## config.mk

```make
export PLATFORM = sky130hd
export DESIGN_NAME = key_event_autorepeat_scanner_top
export DESIGN_NICKNAME = d
export VERILOG_FILES = /design/src/rtl/kear_pkg.sv /design/src/rtl/kear_cell.sv /design/src/rtl/key_event_autorepeat_scanner_top.sv
export SDC_FILE = /design/constraint.sdc
export NUM_CORES = 1
export LEC_CHECK = 0
export BUFFER_PORTS_ARGS = -buffer_cell sky130_fd_sc_hd__buf_2
export CAP_MARGIN = 0
export CORE_ASPECT_RATIO = 0.8
export CORE_MARGIN = 1
export CORE_UTILIZATION = 35
export DETAILED_ROUTE_END_ITERATION = 16
export GPL_ROUTABILITY_DRIVEN = 0
export PLACE_DENSITY = 0.61
export RECOVER_POWER = 50
export SYNTH_ARGS = -nofsm -noshare
export SYNTH_HDL_FRONTEND = slang
export SYNTH_HIERARCHICAL = 1
export SYNTH_SLANG_ARGS = --single-unit
```

## constraint.sdc

```tcl
create_clock -name clk -period 7.7 [get_ports clk]
set_input_delay 1.54 -clock clk [delete_from_list [all_inputs] [get_ports clk]]
set_output_delay 1.54 -clock clk [all_outputs]
set_load 0.02 [all_outputs]
```

## src/rtl/kear_pkg.sv

```systemverilog
// ----------------------------------------------------------------------------
// kear_pkg
// Shared types and constants for the key event auto-repeat scanner.
// ----------------------------------------------------------------------------
package kear_pkg;

    localparam int KEY_LEVELS_W = 5;
    localparam int KEY_W        = 3;
    localparam int TIME_W       = 32;
    localparam int CFG_W        = 16;
    localparam int CFG_INDEX_W  = 2;
    localparam int DPI_W        = CFG_W + 1;

    localparam logic [CFG_W-1:0] DELAY_RESET    = 16'd500;
    localparam logic [CFG_W-1:0] INTERVAL_RESET = 16'd100;

    localparam logic CMD_POLL = 1'b0;
    localparam logic CMD_POP  = 1'b1;

    localparam logic [CFG_INDEX_W-1:0] CFG_DELAY    = 2'd0;
    localparam logic [CFG_INDEX_W-1:0] CFG_INTERVAL = 2'd1;

    typedef enum logic [1:0] {
        KIND_DOWN   = 2'd0,
        KIND_REPEAT = 2'd1,
        KIND_UP     = 2'd2
    } kind_t;

    typedef struct packed {
        logic enable;
    } scan_t;

    typedef struct packed {
        logic  fire;
        kind_t kind;
    } cell_evt_t;

endpackage

```

## src/rtl/kear_cell.sv

```systemverilog
// ----------------------------------------------------------------------------
// kear_cell
// One key of the scan chain: held flag, press time and event decision.
// ----------------------------------------------------------------------------
module kear_cell (
    input  logic                           clk,
    input  logic                           rst_n,
    input  kear_pkg::scan_t                scan_in,
    input  logic                           level,
    input  logic [kear_pkg::TIME_W-1:0]    now_ms,
    input  logic [kear_pkg::CFG_W-1:0]     interval,
    input  logic [kear_pkg::DPI_W-1:0]     dpi,
    output kear_pkg::scan_t                scan_out,
    output kear_pkg::cell_evt_t            evt
);

    logic                        held_reg;
    logic                        held_next;
    logic [kear_pkg::TIME_W-1:0] press_time_reg;
    logic [kear_pkg::TIME_W-1:0] press_time_next;
    logic [kear_pkg::TIME_W-1:0] elapsed;
    logic                        claim;
    logic                        repeat_due;

    assign elapsed    = now_ms - press_time_reg;
    assign repeat_due = elapsed > {{(kear_pkg::TIME_W-kear_pkg::DPI_W){1'b0}}, dpi};
    assign claim      = level | held_reg;

    assign scan_out.enable = scan_in.enable & ~claim;

    always_comb
    begin
        held_next       = held_reg;
        press_time_next = press_time_reg;
        evt.fire        = 1'b0;
        evt.kind        = kear_pkg::KIND_DOWN;
        if (scan_in.enable)
        begin
            if (level && !held_reg)
            begin
                held_next       = 1'b1;
                press_time_next = now_ms;
                evt.fire        = 1'b1;
                evt.kind        = kear_pkg::KIND_DOWN;
            end
            else if (level && repeat_due)
            begin
                press_time_next = press_time_reg
                                + {{(kear_pkg::TIME_W-kear_pkg::CFG_W){1'b0}}, interval};
                evt.fire        = 1'b1;
                evt.kind        = kear_pkg::KIND_REPEAT;
            end
            else if (!level && held_reg)
            begin
                held_next = 1'b0;
                evt.fire  = 1'b1;
                evt.kind  = kear_pkg::KIND_UP;
            end
        end
    end

    always_ff @(posedge clk or negedge rst_n)
    begin
        if (!rst_n)
        begin
            held_reg <= 1'b0;
        end
        else
        begin
            held_reg <= held_next;
        end
    end

    always_ff @(posedge clk)
    begin
        press_time_reg <= press_time_next;
    end

endmodule

```

## src/rtl/key_event_autorepeat_scanner_top.sv

```systemverilog
// ----------------------------------------------------------------------------
// key_event_autorepeat_scanner_top
// Five-key typematic scanner with a one-entry event slot and output register.
// ----------------------------------------------------------------------------
// result: registered, valid in the cycle after its transaction is accepted
// throughput: one transaction per cycle, set by the combinational scan of the
//   cell row and the output register, while out_ready stays high
// reset: slot empty, all keys released, delay 500 ms, interval 100 ms
// press times are not reset; they are only read once a key is held
module key_event_autorepeat_scanner_top #(
    parameter int NUM_KEYS = 5
) (
    input  logic                                clk,
    input  logic                                rst_n,
    input  logic                                in_valid,
    output logic                                in_ready,
    input  logic                                cmd,
    input  logic [kear_pkg::KEY_LEVELS_W-1:0]   key_levels,
    input  logic [kear_pkg::TIME_W-1:0]         now_ms,
    output logic                                out_valid,
    input  logic                                out_ready,
    output logic                                event_valid,
    output logic [kear_pkg::KEY_W-1:0]          event_key,
    output logic [1:0]                          event_kind,
    output logic                                pending,
    input  logic                                cfg_valid,
    output logic                                cfg_ready,
    input  logic [kear_pkg::CFG_INDEX_W-1:0]    cfg_index,
    input  logic [kear_pkg::CFG_W-1:0]          cfg_data
);

    logic [kear_pkg::CFG_W-1:0]  delay_reg;
    logic [kear_pkg::CFG_W-1:0]  delay_next;
    logic [kear_pkg::CFG_W-1:0]  interval_reg;
    logic [kear_pkg::CFG_W-1:0]  interval_next;
    logic [kear_pkg::DPI_W-1:0]  dpi_reg;
    logic [kear_pkg::DPI_W-1:0]  dpi_next;

    logic                        slot_full_reg;
    logic                        slot_full_next;
    logic [kear_pkg::KEY_W-1:0]  slot_key_reg;
    logic [kear_pkg::KEY_W-1:0]  slot_key_next;
    kear_pkg::kind_t             slot_kind_reg;
    kear_pkg::kind_t             slot_kind_next;

    logic                        out_valid_reg;
    logic                        out_valid_next;
    logic                        event_valid_reg;
    logic                        event_valid_next;
    logic [kear_pkg::KEY_W-1:0]  event_key_reg;
    logic [kear_pkg::KEY_W-1:0]  event_key_next;
    kear_pkg::kind_t             event_kind_reg;
    kear_pkg::kind_t             event_kind_next;
    logic                        pending_reg;
    logic                        pending_next;

    logic                        in_take;
    logic                        cfg_take;
    logic                        poll_take;

    kear_pkg::scan_t             scan [NUM_KEYS+1];
    kear_pkg::cell_evt_t         cell_evt [NUM_KEYS];
    logic [NUM_KEYS-1:0]         cell_level;

    logic                        hit_fire;
    logic [kear_pkg::KEY_W-1:0]  hit_key;
    kear_pkg::kind_t             hit_kind;

    assign in_ready  = ~out_valid_reg | out_ready;
    assign in_take   = in_valid & in_ready;
    assign cfg_ready = 1'b1;
    assign cfg_take  = cfg_valid & cfg_ready;
    assign poll_take = in_take & (cmd == kear_pkg::CMD_POLL) & ~slot_full_reg;

    assign scan[0].enable = poll_take;

    genvar g;
    generate
        for (g = 0; g < NUM_KEYS; g++)
        begin : g_cell
            if (g < kear_pkg::KEY_LEVELS_W)
            begin : g_lvl
                assign cell_level[g] = key_levels[g];
            end
            else
            begin : g_none
                assign cell_level[g] = 1'b0;
            end

            kear_cell u_cell (
                .clk      (clk),
                .rst_n    (rst_n),
                .scan_in  (scan[g]),
                .level    (cell_level[g]),
                .now_ms   (now_ms),
                .interval (interval_reg),
                .dpi      (dpi_reg),
                .scan_out (scan[g+1]),
                .evt      (cell_evt[g])
            );
        end
    endgenerate

    // only one cell can fire, so the loop simply takes the firing cell's event
    always_comb
    begin
        hit_fire = 1'b0;
        hit_key  = '0;
        hit_kind = kear_pkg::KIND_DOWN;
        for (int i = 0; i < NUM_KEYS; i++)
        begin
            if (cell_evt[i].fire)
            begin
                hit_fire = 1'b1;
                hit_key  = kear_pkg::KEY_W'(i);
                hit_kind = cell_evt[i].kind;
            end
        end
    end

    // configuration
    always_comb
    begin
        delay_next    = delay_reg;
        interval_next = interval_reg;
        if (cfg_take)
        begin
            unique case (cfg_index)
                kear_pkg::CFG_DELAY:    delay_next    = cfg_data;
                kear_pkg::CFG_INTERVAL: interval_next = cfg_data;
                default:
                begin
                end
            endcase
        end
        dpi_next = {1'b0, delay_next} + {1'b0, interval_next};
    end

    // slot and result register
    always_comb
    begin
        slot_full_next   = slot_full_reg;
        slot_key_next    = slot_key_reg;
        slot_kind_next   = slot_kind_reg;
        out_valid_next   = out_valid_reg & ~out_ready;
        event_valid_next = event_valid_reg;
        event_key_next   = event_key_reg;
        event_kind_next  = event_kind_reg;
        pending_next     = pending_reg;
        if (in_take)
        begin
            out_valid_next = 1'b1;
            if (cmd == kear_pkg::CMD_POP)
            begin
                event_valid_next = slot_full_reg;
                event_key_next   = slot_full_reg ? slot_key_reg : '0;
                event_kind_next  = slot_full_reg ? slot_kind_reg : kear_pkg::KIND_DOWN;
                pending_next     = 1'b0;
                slot_full_next   = 1'b0;
                slot_key_next    = '0;
                slot_kind_next   = kear_pkg::KIND_DOWN;
            end
            else
            begin
                event_valid_next = 1'b0;
                event_key_next   = '0;
                event_kind_next  = kear_pkg::KIND_DOWN;
                if (poll_take && hit_fire)
                begin
                    slot_full_next = 1'b1;
                    slot_key_next  = hit_key;
                    slot_kind_next = hit_kind;
                end
                pending_next = slot_full_next;
            end
        end
    end

    always_ff @(posedge clk or negedge rst_n)
    begin
        if (!rst_n)
        begin
            delay_reg     <= kear_pkg::DELAY_RESET;
            interval_reg  <= kear_pkg::INTERVAL_RESET;
            dpi_reg       <= {1'b0, kear_pkg::DELAY_RESET} + {1'b0, kear_pkg::INTERVAL_RESET};
            slot_full_reg <= 1'b0;
            slot_key_reg  <= '0;
            slot_kind_reg <= kear_pkg::KIND_DOWN;
            out_valid_reg <= 1'b0;
        end
        else
        begin
            delay_reg     <= delay_next;
            interval_reg  <= interval_next;
            dpi_reg       <= dpi_next;
            slot_full_reg <= slot_full_next;
            slot_key_reg  <= slot_key_next;
            slot_kind_reg <= slot_kind_next;
            out_valid_reg <= out_valid_next;
        end
    end

    always_ff @(posedge clk)
    begin
        event_valid_reg <= event_valid_next;
        event_key_reg   <= event_key_next;
        event_kind_reg  <= event_kind_next;
        pending_reg     <= pending_next;
    end

    assign out_valid   = out_valid_reg;
    assign event_valid = event_valid_reg;
    assign event_key   = event_key_reg;
    assign event_kind  = event_kind_reg;
    assign pending     = pending_reg;

endmodule

```

==> flow_summary.ini <==
[status]
outcome = complete, but fails checks
violations = capacitance limit, slew limit

[logic_synthesis]
syn_inst = 3382
synth_area_um2 = 28000
avgSynthCellArea_um2 = 8.28
yosys_warnings = 6
syn-num-nets = 3804

[cts]
cts_resized = 0
cts.path.max_buffers = 3
clock_latency_ns = 0.61
htree_levels = 1
cts.reportedPaths.clkPinSlew_ns = 0.06
root_buffer = clkbuf_16
cts_hold_buffers = 0
cts_buffers = 28
cts_setup_buffers = 0
cts_sinks = 228
cts_tree = built

[grt]
grt_pass1_wl_um = 139000
globalRouteMet1Util = 0.335
grt_use_met2 = 0.333
gr-max-usage-layer = met1
antenna_found_initial = 4
grt_pass1_vias = 22871
grt_use_met3 = 0.0287
grt_max_degree = 66
overflow = 0
track_usage = 0.223

[sta]
setup_violations = 0
hold_violations = 0
fin_crit_ns = 6.97
worst_pin_slew_ns = 3.43
fin_skew_ns = 0.0362
setup_tns_ns = 0
grt_setup_unrepaired = no
timing.final.ws_setup_ns = 0.734
slew_viol_final = 386
fmax_mhz = 144
fin_crit_sh = 0.905
slew_headroom = -1.29

[setup_path]
worst_setup_path_end_kind = flip-flop
path_max_fanout = 8
crit_type = primary input to flip-flop
critPathArrivalTime_ns = 7.45
r2r_end = slot_key_reg[0]$_DFFE_PN0P_
reg2reg_from = g_cell[1].u_cell/press_time_reg[7]$_DFFE_PP_
start_kind = primary input
r2r.worst_path.cells = 25
worst-r2r-setup-slack_ns = 1.58
required_ns = 8.19

[die]
die_h_um = 255
die_area_um2 = 81100
coreArea_um2 = 79000
die_w_um = 318
pin_count = 71
rows = 92
start_util = 0.355

[detailed_routing]
drt.antenna.violating_nets = 0
via_per_inst = 5.68
vias = 25443
drt_wl_total_um = 92400
drc_errors = 0
drt_pre_antenna_iters = 6
wl_per_cell_um = 20.6
drtIter0Drc = 2404

[place]
dp_slack_ns = 0.216
dp_hpwl_um = 69700
portBuffers = 69

[final_layout]
area_delta_synth_final_pct = 8.56
layout-drive-gt1-share = 0.0894
fin_nets = 3846
largest_reg_flops = 160

[worst_hold_path]
whs_endpoint = slot_key_reg[0]$_DFFE_PN0P_
holdPathStages = 2
worstHoldStart = slot_key_reg[0]$_DFFE_PN0P_
hp-class = flip-flop to flip-flop

[power]
p_per_area_nw_per_um2 = 211
p_leak_nw = 12.9
vdd_drop_max_mv = 0.181

[run]
max_cap_violations = 6
-- power by group --
part           leakage, nW  total, mW  switching [mW]  internal [mW]
sequential            2.24       1.92           0.381           1.54
combinational         10.2       3.05            1.81           1.24
clock                0.504       1.45           0.633          0.819
-- worst max-delay path, stage by stage --
cell,delay [ns]
buf_2,0.36
ha_1,0.38
and3_1,0.21
a211oi_1,0.21
a21bo_2,0.28
a21o_2,0.25
a211o_1,0.27
a21oi_1,0.18
xnor2_1,0.09
ha_1,0.32
or4b_1,0.45
a221oi_2,0.20
a31oi_2,0.13
or4_4,0.54
a2111oi_4,0.20
nand4_1,0.15
nor4_2,0.33
buf_4,0.22
a31oi_1,0.13
nor2_1,0.19
nand2_1,0.09
o21a_1,0.20
a21oi_1,0.34
nand2_1,0.10
o41ai_1,0.07
-- placed cells by master (no fill, tap or decap), types with 17 or more instances in the layout --
| cell | n |
|---|---|
| nand2_1 | 391 |
| ha_1 | 350 |
| inv_1 | 338 |
| a21oi_1 | 253 |
| o21ai_0 | 228 |
| xnor2_1 | 186 |
| edfxtp_1 | 167 |
| nor2_1 | 162 |
| a21o_1 | 85 |
| xor2_1 | 79 |
| a211oi_1 | 77 |
| o21a_1 | 67 |
| nand3_1 | 63 |
| buf_2 | 55 |
| nand4_1 | 53 |
| nor3_1 | 49 |
| dfrtp_1 | 48 |
| o21ai_1 | 39 |
| nand2b_1 | 37 |
| o31ai_1 | 35 |
| buf_4 | 35 |
| clkbuf_16 | 33 |
| o211ai_1 | 32 |
| nor2b_1 | 31 |
| and3_1 | 31 |
| mux2_1 | 28 |
| a31oi_1 | 25 |
| mux2i_1 | 23 |
| and2_1 | 23 |
| o21bai_1 | 21 |
| clkbuf_1 | 20 |
| or2_2 | 18 |
| nor4_1 | 17 |
-- layout make-up --
| class | count | area [um2] |
|---|---|---|
| antenna | 3 | 7.51 |
| clock buffer | 38 | 885 |
| clock inverter | 14 | 121 |
| fill | 8089 | 48600 |
| inverter | 339 | 1270 |
| multi-input combinational | 2718 | 19600 |
| sequential | 228 | 6560 |
| tap | 1034 | 1290 |
| timing repair buffer | 109 | 609 |
-- metrics by stage --
| step | cell area, um2 | utilization | instances | hold slack, ns | power, mW |
|---|---|---|---|---|---|
| after global routing | 30400 | 0.385 | 4480 | 0.516 | 6.86 |
| final | 30400 | 0.385 | 4483 | 0.488 | 6.42 |
| after floorplan | 28000 | - | 3382 | 0.436 | 3.98 |
| after detailed placement | 29400 | 0.373 | 4428 | 0.470 | 4.92 |
| after global placement | 29400 | 0.373 | 4428 | 0.482 | 4.89 |
| after CTS | 30400 | 0.385 | 4480 | 0.485 | 6.41 |
-- per-layer routing --
metal	wire length (um)	vias to the layer above
met2	37900	895
met5	0	-
met4	2340	0
met1	44500	12044
met3	7660	118
li1	-	12386
-- how the worst max path moves through the flow --
stage                     startpoint                                            to  slack (ns)
after floorplan            now_ms[7]  g_cell[1].u_cell/press_time_reg[0]$_DFFE_PP_        1.08
after global placement     now_ms[7]                   slot_key_reg[0]$_DFFE_PN0P_        0.28
after detailed placement   now_ms[7]                   slot_key_reg[0]$_DFFE_PN0P_        0.22
after CTS                  now_ms[7]                   slot_key_reg[0]$_DFFE_PN0P_        0.83
after global routing       now_ms[7]                   slot_key_reg[0]$_DFFE_PN0P_        0.35
final                      now_ms[7]                   slot_key_reg[0]$_DFFE_PN0P_        0.73
(Power assumes the default switching activity.)
